===== src/rtl/fke_pkg.sv =====
// Package for the flow key extractor: protocol codes, hash constant, shared types.
// No dependencies.
`default_nettype none
package fke_pkg;
  localparam int FRAG_TABLE_DEPTH_DEF = 512;
  localparam int MAX_VLAN_TAGS_DEF = 8;
  localparam logic [31:0] GOLDEN_MUL = 32'h9e370001;
  localparam logic [15:0] ETYPE_IPV4 = 16'h0800;
  localparam logic [7:0] PROTO_ICMP = 8'd1;
  localparam logic [7:0] PROTO_TCP = 8'd6;
  localparam logic [7:0] PROTO_UDP = 8'd17;
  localparam logic [7:0] PROTO_SCTP = 8'd132;
  localparam logic REG_NOT_LOCAL = 1'b0;
  localparam logic REG_OVERHEAD = 1'b1;

  // Entry that travels along the cell chain.
  typedef struct packed {
    logic        valid;
    logic [31:0] fp;
    logic [15:0] sport;
    logic [15:0] dport;
  } entry_t;

  // Search result: the hit flag and the ports of the matching entry.
  typedef struct packed {
    logic        hit;
    logic [15:0] sport;
    logic [15:0] dport;
  } probe_t;
endpackage
`default_nettype wire


===== src/rtl/fke_cell.sv =====
// One cell of the fragment table ring: holds one entry and hands it to its neighbor.
// Depends on fke_pkg.
`default_nettype none
module fke_cell (
  input  wire logic            clk,
  input  wire logic            rst,
  input  wire logic            shift,
  input  wire logic            load,
  input  wire fke_pkg::entry_t load_entry,
  input  wire fke_pkg::entry_t entry_in,
  output fke_pkg::entry_t      entry
);
  // Reset clears only the valid bit; the rest of the entry means nothing until a load.
  always_ff @(posedge clk) begin
    if (rst) begin
      entry.valid <= 1'b0;
    end else if (load) begin
      entry <= load_entry;
    end else if (shift) begin
      entry <= entry_in;
    end
  end
endmodule
`default_nettype wire


===== config.mk =====
export PLATFORM = sky130hd
export DESIGN_NAME = fke_cell
export DESIGN_NICKNAME = d
export VERILOG_FILES = /design/src/rtl/fke_pkg.sv /design/src/rtl/fke_cell.sv
export SDC_FILE = /design/constraint.sdc
export NUM_CORES = 1
export LEC_CHECK = 0
export ABC_CLOCK_PERIOD_IN_PS = 4700
export BUFFER_PORTS_ARGS = -buffer_cell sky130_fd_sc_hd__buf_2
export CAP_MARGIN = 20
export CORE_MARGIN = 2
export CORE_UTILIZATION = 41
export CTS_CLUSTER_DIAMETER = 30
export DETAILED_ROUTE_END_ITERATION = 10
export PLACE_DENSITY_LB_ADDON = 0.08
export SLEW_MARGIN = 30
export SYNTH_ARGS = -nofsm -noshare
export SYNTH_HDL_FRONTEND = slang
export SYNTH_SLANG_ARGS = --single-unit

===== constraint.sdc =====
create_clock -name clk -period 4.7 [get_ports clk]
set_input_delay 0.235 -clock clk [delete_from_list [all_inputs] [get_ports clk]]
set_output_delay 0.235 -clock clk [all_outputs]
set_load 0.005 [all_outputs]

==> reports/qor.txt, run 1 <==
status - finished, final reports clean
Worst R2R Start - entry[64]
Tcrit/Tclk final - 36.18%
Fill cells - 567
GRT Resource Usage Total - 16.11%
vias per cell - 4.433
Ports - 199
DRT Wirelength - 6369 µm
grt peak-use layer - met2
TritonCTS clock tree - done
RSZ-0062 raised after global routing - false
Syn Area/Cell - 20.17 µm²
Clock Tree Buf Depth - 2
biggest regs - entry (65)
worst min path class - in -> reg
GP Congestion - 0.7285
Detailed Routing Iterations Pass 1 - 4
CP max stage cell - nor2_4
Pwr Density - 316.1 mW/mm²
WL per Instance - 14.22 µm
total negative slack - 0 ps
layout cells sized above 1 - 79.55%
Post-CTS Resized - 0
Largest register FFs - 65
first-pass GRT wire length - 8894 µm
Die Y - 87.58 µm
Setup CP Type - in -> reg
hold_ws - 104.1 ps
CP Cell Sequence - buf_4, nor2_1, nor2_4, buf_16, buf_4
worst-margin pin slew - 618.6 ps
hold_buf cts - 0
antenna viol nets, final - 0
Area Growth Syn to Fin - 44.04%
mapped cell area - 0.002864 mm²
Netlist cell types - 12
met3 GRT Util - 8.011%
Max Slew Vio Count - 0
Nets - 481
clock transition at the registers of the reported paths - 60 ps
fmax - 0.5881 GHz
relative slew slack - 58.76%
Top reg by flops - entry
die area - 0.007670 mm²
crit path max fanout - 29
Iter 0 DRT Violations - 93
Synth warnings - 0
dpl hpwl - 4953 µm
largest net degree at the start of global routing - 40
sequential share of the synthesized area - 67.80%
CTS Buf Count - 9
Initial Utilization - 42.15%
DRC viols - 0
detailed-route via count - 1986
maximum vdd drop - 0.1935 mV
minimum clock period - 1700 ps
gr ovfl total - 0
PortBufs - 198
CP Data Required Time - 4690 ps
clock sinks - 65
vias in the first global route - 1885
Leakage Power - 1.897 nW
DIE WIDTH - 87.58 µm
Post-Syn Nets - 276
skew final - 0 ps
CP arrival - 1690 ps
ant diodes - 0
grt met1 use - 15.71%
CP Capture Type - register
Worst Setup SP - load
initial antenna violation count - 0
worst skew pair latency - 330 ps
placeable core region - 0.006794 mm²
CP dominant cell by count - buf_4
clk root buf - clkbuf_8
GR Util met2 - 29.27%
CP Launch Type - primary input
Hold Vio Cnt, Final - 0
crit-path max cell delay - 360 ps
FP Rows - 30
Syn Inst Count - 142
register bit count reported by yosys - 65
max-cap violations - 0
Setup Fix Bufs, Post-CTS - 0
hold path startpoint - rst
setup violators final - 0
H-tree depth - 3
==> routing by layer <==
layer,share of wire [%],routed length (µm),vias to the layer above
met4,1.8,117,0
li1,-,-,965
met1,34,2138,899
met2,54,3419,112
met3,11,692,10
met5,0,0,-
==> stage by stage <==
stage	instances	total power [mW]	util, %	setup WS (ps)	instance area (µm²)
after floorplan	142	0.8211	-	898.9	2864
after global placement	431	0.9355	58.05	2362	3944
after detailed placement	431	0.9402	58.05	2321	3944
after CTS	447	1.321	60.31	2682	4098
after global routing	448	1.370	60.72	2898	4125
final	448	1.304	60.72	3000	4125
==> Yosys cell counts (all sizes together) <==
master / count / area [µm²]
mux2i: 1 / 10.01
a211oi: 1 / 12.51
buf: 7 / 56.30
nor2: 2 / 7.510
inv: 1 / 3.750
mux2: 64 / 825.8
nor2b: 1 / 6.260
edfxtp: 64 / 1922
dfxtp: 1 / 20.02
==> worst max-delay path: cells and delay by family <==
kind / cells / cell delay, ps
buffers and inverters: 3 / 920
and+or+nand+nor: 2 / 500
==> where the power goes <==
part	leakage [nW]	switching, mW	internal (mW)
Sequential	0.622	0.0126	0.703
Clock	0.0819	0.192	0.185
Combinational	1.19	0.0836	0.128
Total	1.90	0.289	1.02
==> cells by family (layout without fill, tap and decap cells) <==
| group | after synthesis | after routing | synth area share (%) |
|---|---|---|---|
| compound gates | 1 | 1 | 0.4368 |
| buf+inv | 8 | 218 | 2.097 |
| flops | 65 | 65 | 67.80 |
| mux | 65 | 65 | 29.18 |
| simple gates | 3 | 3 | 0.4808 |
==> cell type report <==
class | instances | area (µm²) | area share [%]
Clock buffer | 11 | 131.4 | 3.185
Clock inverter | 5 | 22.52 | 0.5460
Inverter | 1 | 3.754 | 0.09099
Multi-Input combinational cell | 69 | 869.6 | 21.08
Sequential cell | 65 | 1942 | 47.07
Tap cell | 96 | 120.1 | 2.912
Timing Repair Buffer | 201 | 1036 | 25.11
==> worst paths after layout <==
kind                             endpoint  slack [ps]  depth (start not counted)
worst max-delay path            entry[24]        3000                          5
worst min-delay path            entry[64]         100                          2
worst max register to register  entry[64]        4030                          2
worst min register to register  entry[64]         590                          2
==> cells in the final DEF, fill, tap and decap left out, drive strengths merged <==
master,netlist,layout
clkinv,0,5
nor2b,1,1
a211oi,1,1
dfxtp,1,1
inv,1,1
edfxtp,64,64
buf,7,201
clkbuf,0,11
nor2,2,2
mux2,64,64
mux2i,1,1
No activity file was read; power rests on OpenSTA's default activity.
==> run 2, diff against run 1 <==
--- a/config.mk
+++ b/config.mk
@@ -5,7 +5,7 @@
 export SDC_FILE = /design/constraint.sdc
 export NUM_CORES = 1
 export LEC_CHECK = 0
-export ABC_CLOCK_PERIOD_IN_PS = 4700
+export ABC_CLOCK_PERIOD_IN_PS = 1700
 export BUFFER_PORTS_ARGS = -buffer_cell sky130_fd_sc_hd__buf_2
 export CAP_MARGIN = 20
 export CORE_MARGIN = 2
==> constraint.sdc (replaced) <==
create_clock -name clk -period 1.7 [get_ports clk]
set_input_delay 0.085 -clock clk [delete_from_list [all_inputs] [get_ports clk]]
set_output_delay 0.085 -clock clk [all_outputs]
set_load 0.005 [all_outputs]
==> run 2 against run 1 <==
- clock power grew to 3.2 times the previous value
- worst setup slack worse by 2400 ps
- core utilization increased by 1.2 points
- flip-flop and latch count did not move
- final cell count rose by 0.45%
- cell area rose by 2.0%
- first-iteration DRC count fell by 55%
- count of clock-buffer cells in the layout fell by 1
- power grew to 2.9 times the previous value
- via count up 1.5%
- die area unchanged
- worst hold slack got worse by 48 ps
- critical path type unchanged
==> reports/qor.txt, run 2 (synthesis gave the netlist of run 1 again) <==
status - finished, final reports clean
most frequent cells in the layout - buf_2 (197), edfxtp_1 (64), mux2_2 (36)
FP Rows - 30
Nets - 484
antenna viol nets, final - 0
Clock Tree Buf Depth - 2
placeable core region - 0.006794 mm²
fmax - 0.8834 GHz
dpl cells - 434
Setup CP Type - in -> reg
vias in the first global route - 1937
WL per Instance - 14.28 µm
TritonCTS clock tree - done
H-tree depth - 3
Fill cells - 567
Iter 0 DRT Violations - 42
Area Growth Syn to Fin - 46.96%
PortBufs - 198
reg2reg end - entry[64]
Post-CTS Resized - 0
initial antenna violation count - 0
clock sinks - 65
final design utilization - 61.95%
Setup Fix Bufs, Post-CTS - 0
Tcrit/Tclk final - 66.59%
maximum vdd drop - 0.4421 mV
Seq. cell area - 0.001942 mm²
GRT Resource Usage Total - 15.95%
hold path startpoint - load_entry[58]
worst skew pair latency - 320 ps
DRC viols - 0
Initial Utilization - 42.15%
relative slew slack - 78.04%
total power - 3.770 mW
biggest regs - entry (65)
minimum clock period - 1132 ps
DRT Wirelength - 6425 µm
RSZ-0062 raised after global routing - false
commonest non-fill, non-tap cell in the layout - buf_2
dpl hpwl - 4910 µm
DIE WIDTH - 87.58 µm
GP Congestion - 0.7409
first-pass GRT wire length - 9059 µm
Worst R2R Start - entry[64]
CP arrival - 1150 ps
Top reg by flops - entry
Die Y - 87.58 µm
CP Cell Sequence - dlygate4sd3_1, buf_2, nor2_4, buf_12
hold_ws - 56.38 ps
CP Launch Type - primary input
CP max stage cell - dlygate4sd3_1
layout cells sized above 1 - 79.94%
Pwr Density - 895.6 mW/mm²
die area - 0.007670 mm²
skew final - 0 ps
gr ovfl total - 0
setup violators final - 0
CTS Buf Count - 9
Leakage Power - 1.931 nW
area of the multi-input gates - 877.1 µm²
clock transition at the registers of the reported paths - 70 ps
Hold Vio Cnt, Final - 0
detailed-route via count - 2015
CP Capture Type - register
cell count of the worst reg-to-reg path - 2
placed cell areas - 0.004024 mm²
ant diodes - 0
Max Slew Vio Count - 0
max-cap violations - 0
WHS Path Cells - 2
register-to-register setup slack - 1000 ps
crit-path max cell delay - 530 ps
Largest register FFs - 65
hold path endpoint - entry[58]
Finished Layout Cells - 450
Detailed Routing Iterations Pass 1 - 3
worst-margin pin slew - 329.4 ps
Ports - 199
vias per cell - 4.478
clk root buf - clkbuf_8
worst min path class - in -> reg
CP Data Required Time - 1710 ps
crit path max fanout - 35
final instance area - 0.004209 mm²
largest net degree at the start of global routing - 36
[run 2: changes by cell type in the layout (fill, tap and decap cells not counted), sizes merged]
cell         previous run  this run
buf                   201       203
bufinv                  0         1
clkbuf                 11        10
clkinv                  5         4
dlygate4sd3             0         1
[run 2: how the worst max path moves through the flow]
stage,endpoint,startpoint,slack (ps),cells past startpoint
6_report,entry[56],rst,570,4
5_1_grt,entry[43],rst,550,4
4_1_cts,entry[45],rst,580,4
3_5_place_dp,entry[44],load,440,3
3_3_place_gp,entry[48],load,460,3
2_1_floorplan,entry[0],load,-30,4
[run 2: per-layer routing]
layer	vias to the layer above	wire length (µm)	global-route usage [%]
met3	13	660	5.655
met5	-	0	0
met2	115	3374	28.44
met1	917	2249	16.42
li1	970	-	-
met4	0	141	8.252
[run 2: area by class of cell]
type	count	share of cell area (%)
well taps	96	2.854
inverters	1	0.08918
repair buffers	204	25.92
clock buffers	10	3.032
flip-flops and latches	65	46.14
clock inverters	5	1.130
multi-input cells	69	20.84
[run 2: where the power goes]
part	total [mW]	internal (mW)	switching, mW	leakage, nW
Clock	1.20	0.655	0.546	0.0910
Sequential	1.98	1.94	0.0333	0.622
Combinational	0.593	0.365	0.229	1.22
[run 2: critical path, delay by kind of cell]
family,cells,cell delay (ps)
buffers and inverters,3,920
AND/OR/NAND/NOR,1,140
[run 2: repair_timing]
item | 4_1_cts | 5_1_grt
hold endpoints to repair | 1 | 0
endpoints found under the setup margin | 0 | 0
hold buffers | 1 | 0
[run 2: per-stage QoR]
| step | setup slack (ps) | setup TNS [ps] |
|---|---|---|
| 2_1_floorplan | -32.14 | -2057 |
| 3_3_place_gp | 458.5 | 0 |
| 4_1_cts | 581.0 | 0 |
| 3_5_place_dp | 440.3 | 0 |
| 5_1_grt | 546.3 | 0 |
| 6_report | 567.9 | 0 |
==> run 3, diff against run 2 <==
--- a/config.mk
+++ b/config.mk
@@ -5,11 +5,11 @@
 export SDC_FILE = /design/constraint.sdc
 export NUM_CORES = 1
 export LEC_CHECK = 0
-export ABC_CLOCK_PERIOD_IN_PS = 1700
+export ABC_CLOCK_PERIOD_IN_PS = 930
 export BUFFER_PORTS_ARGS = -buffer_cell sky130_fd_sc_hd__buf_2
 export CAP_MARGIN = 20
 export CORE_MARGIN = 2
-export CORE_UTILIZATION = 41
+export CORE_UTILIZATION = 37
 export CTS_CLUSTER_DIAMETER = 30
 export DETAILED_ROUTE_END_ITERATION = 10
 export PLACE_DENSITY_LB_ADDON = 0.08
==> constraint.sdc (replaced) <==
create_clock -name clk -period 0.93 [get_ports clk]
set_input_delay 0.0465 -clock clk [delete_from_list [all_inputs] [get_ports clk]]
set_output_delay 0.0465 -clock clk [all_outputs]
set_load 0.005 [all_outputs]
==> run 3 against run 2 <==
- sequential power is 82% higher
- sequential share of layout area shrank 3.5 points
- global-route usage down 0.46 points
- worst hold slack worse by 37 ps
- critical path depth down 3
- non-clock buffer count rose by 33
- final cell count increased by 8.7%
- die area rose by 10%
- flip-flop and latch count did not move
==> reports/qor.txt, run 3 (synthesis gave the netlist of run 1 again) <==
WL per Instance - 13.49 µm
DR WL met3 - 674 µm
DIE WIDTH - 91.98 µm
DRT Wirelength - 6595 µm
commonest non-fill, non-tap cell in the layout - buf_2
DRC viols - 0
Setup Fix Bufs, Post-CTS - 0
CP max stage cell - edfxtp_1
CP Data Required Time - 880 ps
Tcrit/Tclk final - 96.52%
minimum clock period - 897.7 ps
Clock Tree Buf Depth - 2
detailed-route via count - 2131
RSZ-0062 raised after global routing - true
status - finished, final reports clean
TritonCTS clock tree - done
skew final - 0 ps
Worst Setup EP - entry[62]
cell count of the worst reg-to-reg path - 2
placeable core region - 0.007607 mm²
Iter 0 DRT Violations - 31
Setup CP Type - reg -> out
fmax - 1.114 GHz
reg2reg end - entry[64]
vias in the first global route - 2188
dpl cells - 443
Worst Setup SP - entry[62]
Pwr Density - 1480 mW/mm²
maximum vdd drop - 0.7563 mV
ant diodes - 0
H-tree depth - 3
met2 wire len - 3410 µm
Post-CTS Resized - 0
clock transition at the registers of the reported paths - 70 ps
worst skew pair latency - 320 ps
vias per cell - 4.358
max-cap violations - 0
Leakage Power - 2.076 nW
crit path max fanout - 1
Die Y - 91.98 µm
Crit path depth - 1
PortBufs - 198
Nets - 517
hold_ws - 19.41 ps
most frequent cells in the layout - buf_2 (197), edfxtp_1 (64), mux2_2 (36)
Finished Layout Cells - 489
GRT Resource Usage Total - 15.50%
Detailed Routing Iterations Pass 1 - 4
layout cells sized above 1 - 74.16%
setup violators final - 0
largest net degree at the start of global routing - 23
CTS Buf Count - 9
total power - 6.741 mW
Max Slew Vio Count - 0
Initial Utilization - 37.65%
antenna viol nets, final - 0
Area Growth Syn to Fin - 58.98%
delay-heaviest family, CP - flip-flops
worst-margin pin slew - 206.3 ps
clock sinks - 65
register-to-register setup slack - 240 ps
CP Capture Type - output pin
WHS Path Cells - 2
Top Layer Used - met4
first-pass GRT wire length - 9894 µm
Top reg by flops - entry
Worst R2R Start - entry[64]
initial antenna violation count - 0
dpl hpwl - 4810 µm
CP arrival - 850 ps
CP Cell Sequence - buf_2
CP Launch Type - register
Ports - 199
gr ovfl total - 0
Hold Vio Cnt, Final - 0
Fill cells - 621
biggest regs - entry (65)
clk root buf - clkbuf_8
Largest register FFs - 65
crit-path max cell delay - 380 ps
worst min path class - in -> reg
Buffers & Inverters on Critical Path - 1
GP Congestion - 0.7215
WL met1 - 2357 µm
relative slew slack - 86.22%
die area - 0.008460 mm²
FP Rows - 32
-- run 3: cell types whose count changed in the layout (fill, tap and decap cells not counted) --
cell,delta
dlygate4sd3_1,+30
clkinv_2,+2
clkinv_1,-1
bufinv_16,-1
buf_12,+3
-- run 3: area by class of cell --
class | count | area (µm²) | share of cell area (%)
Sequential cell | 65 | 1942 | 42.65
Clock buffer | 10 | 127.6 | 2.803
Inverter | 1 | 3.754 | 0.08244
Timing Repair Buffer | 237 | 1451 | 31.88
Multi-Input combinational cell | 69 | 877.1 | 19.26
Tap cell | 102 | 127.6 | 2.803
Clock inverter | 5 | 23.77 | 0.5221
-- run 3: report_power, final --
group	total, mW	internal (mW)	leakage (nW)	switching (mW)
Combinational	1.21	0.775	1.37	0.439
Clock	1.92	0.924	0.0831	0.991
Sequential	3.61	3.55	0.622	0.0614
-- run 3: worst min-delay path by stage --
stage	from	end	slack [ps]
2_1_floorplan	rst	entry[64]	110
3_3_place_gp	rst	entry[64]	270
3_5_place_dp	rst	entry[64]	270
4_1_cts	entry_in[6]	entry[6]	0.1
5_1_grt	load_entry[38]	entry[38]	4
6_report	entry_in[0]	entry[0]	20
-- run 3: what timing repair did --
item / 4_1_cts / 5_1_grt
hold buffers: 31 / 0
hold endpoints to repair: 22 / 0
setup endpoints to repair: 0 / 6
-- run 3: through the flow --
step | setup TNS, ps | area (µm²) | setup slack (ps) | util (%)
5_1_grt | -50.39 | 4553 | -22.32 | 59.85
2_1_floorplan | -48870 | 2900 | -763.6 | -
4_1_cts | 0 | 4553 | 9.629 | 59.85
3_3_place_gp | -12740 | 4091 | -136.1 | 53.78
3_5_place_dp | -13400 | 4091 | -158.0 | 53.78
6_report | 0 | 4553 | 32.34 | 59.85
-- run 3: routing by layer --
layer	up-vias	global-route usage, %
met5	-	0
met4	0	8.706
li1	1036	-
met1	955	15.78
met3	13	4.930
met2	127	27.88
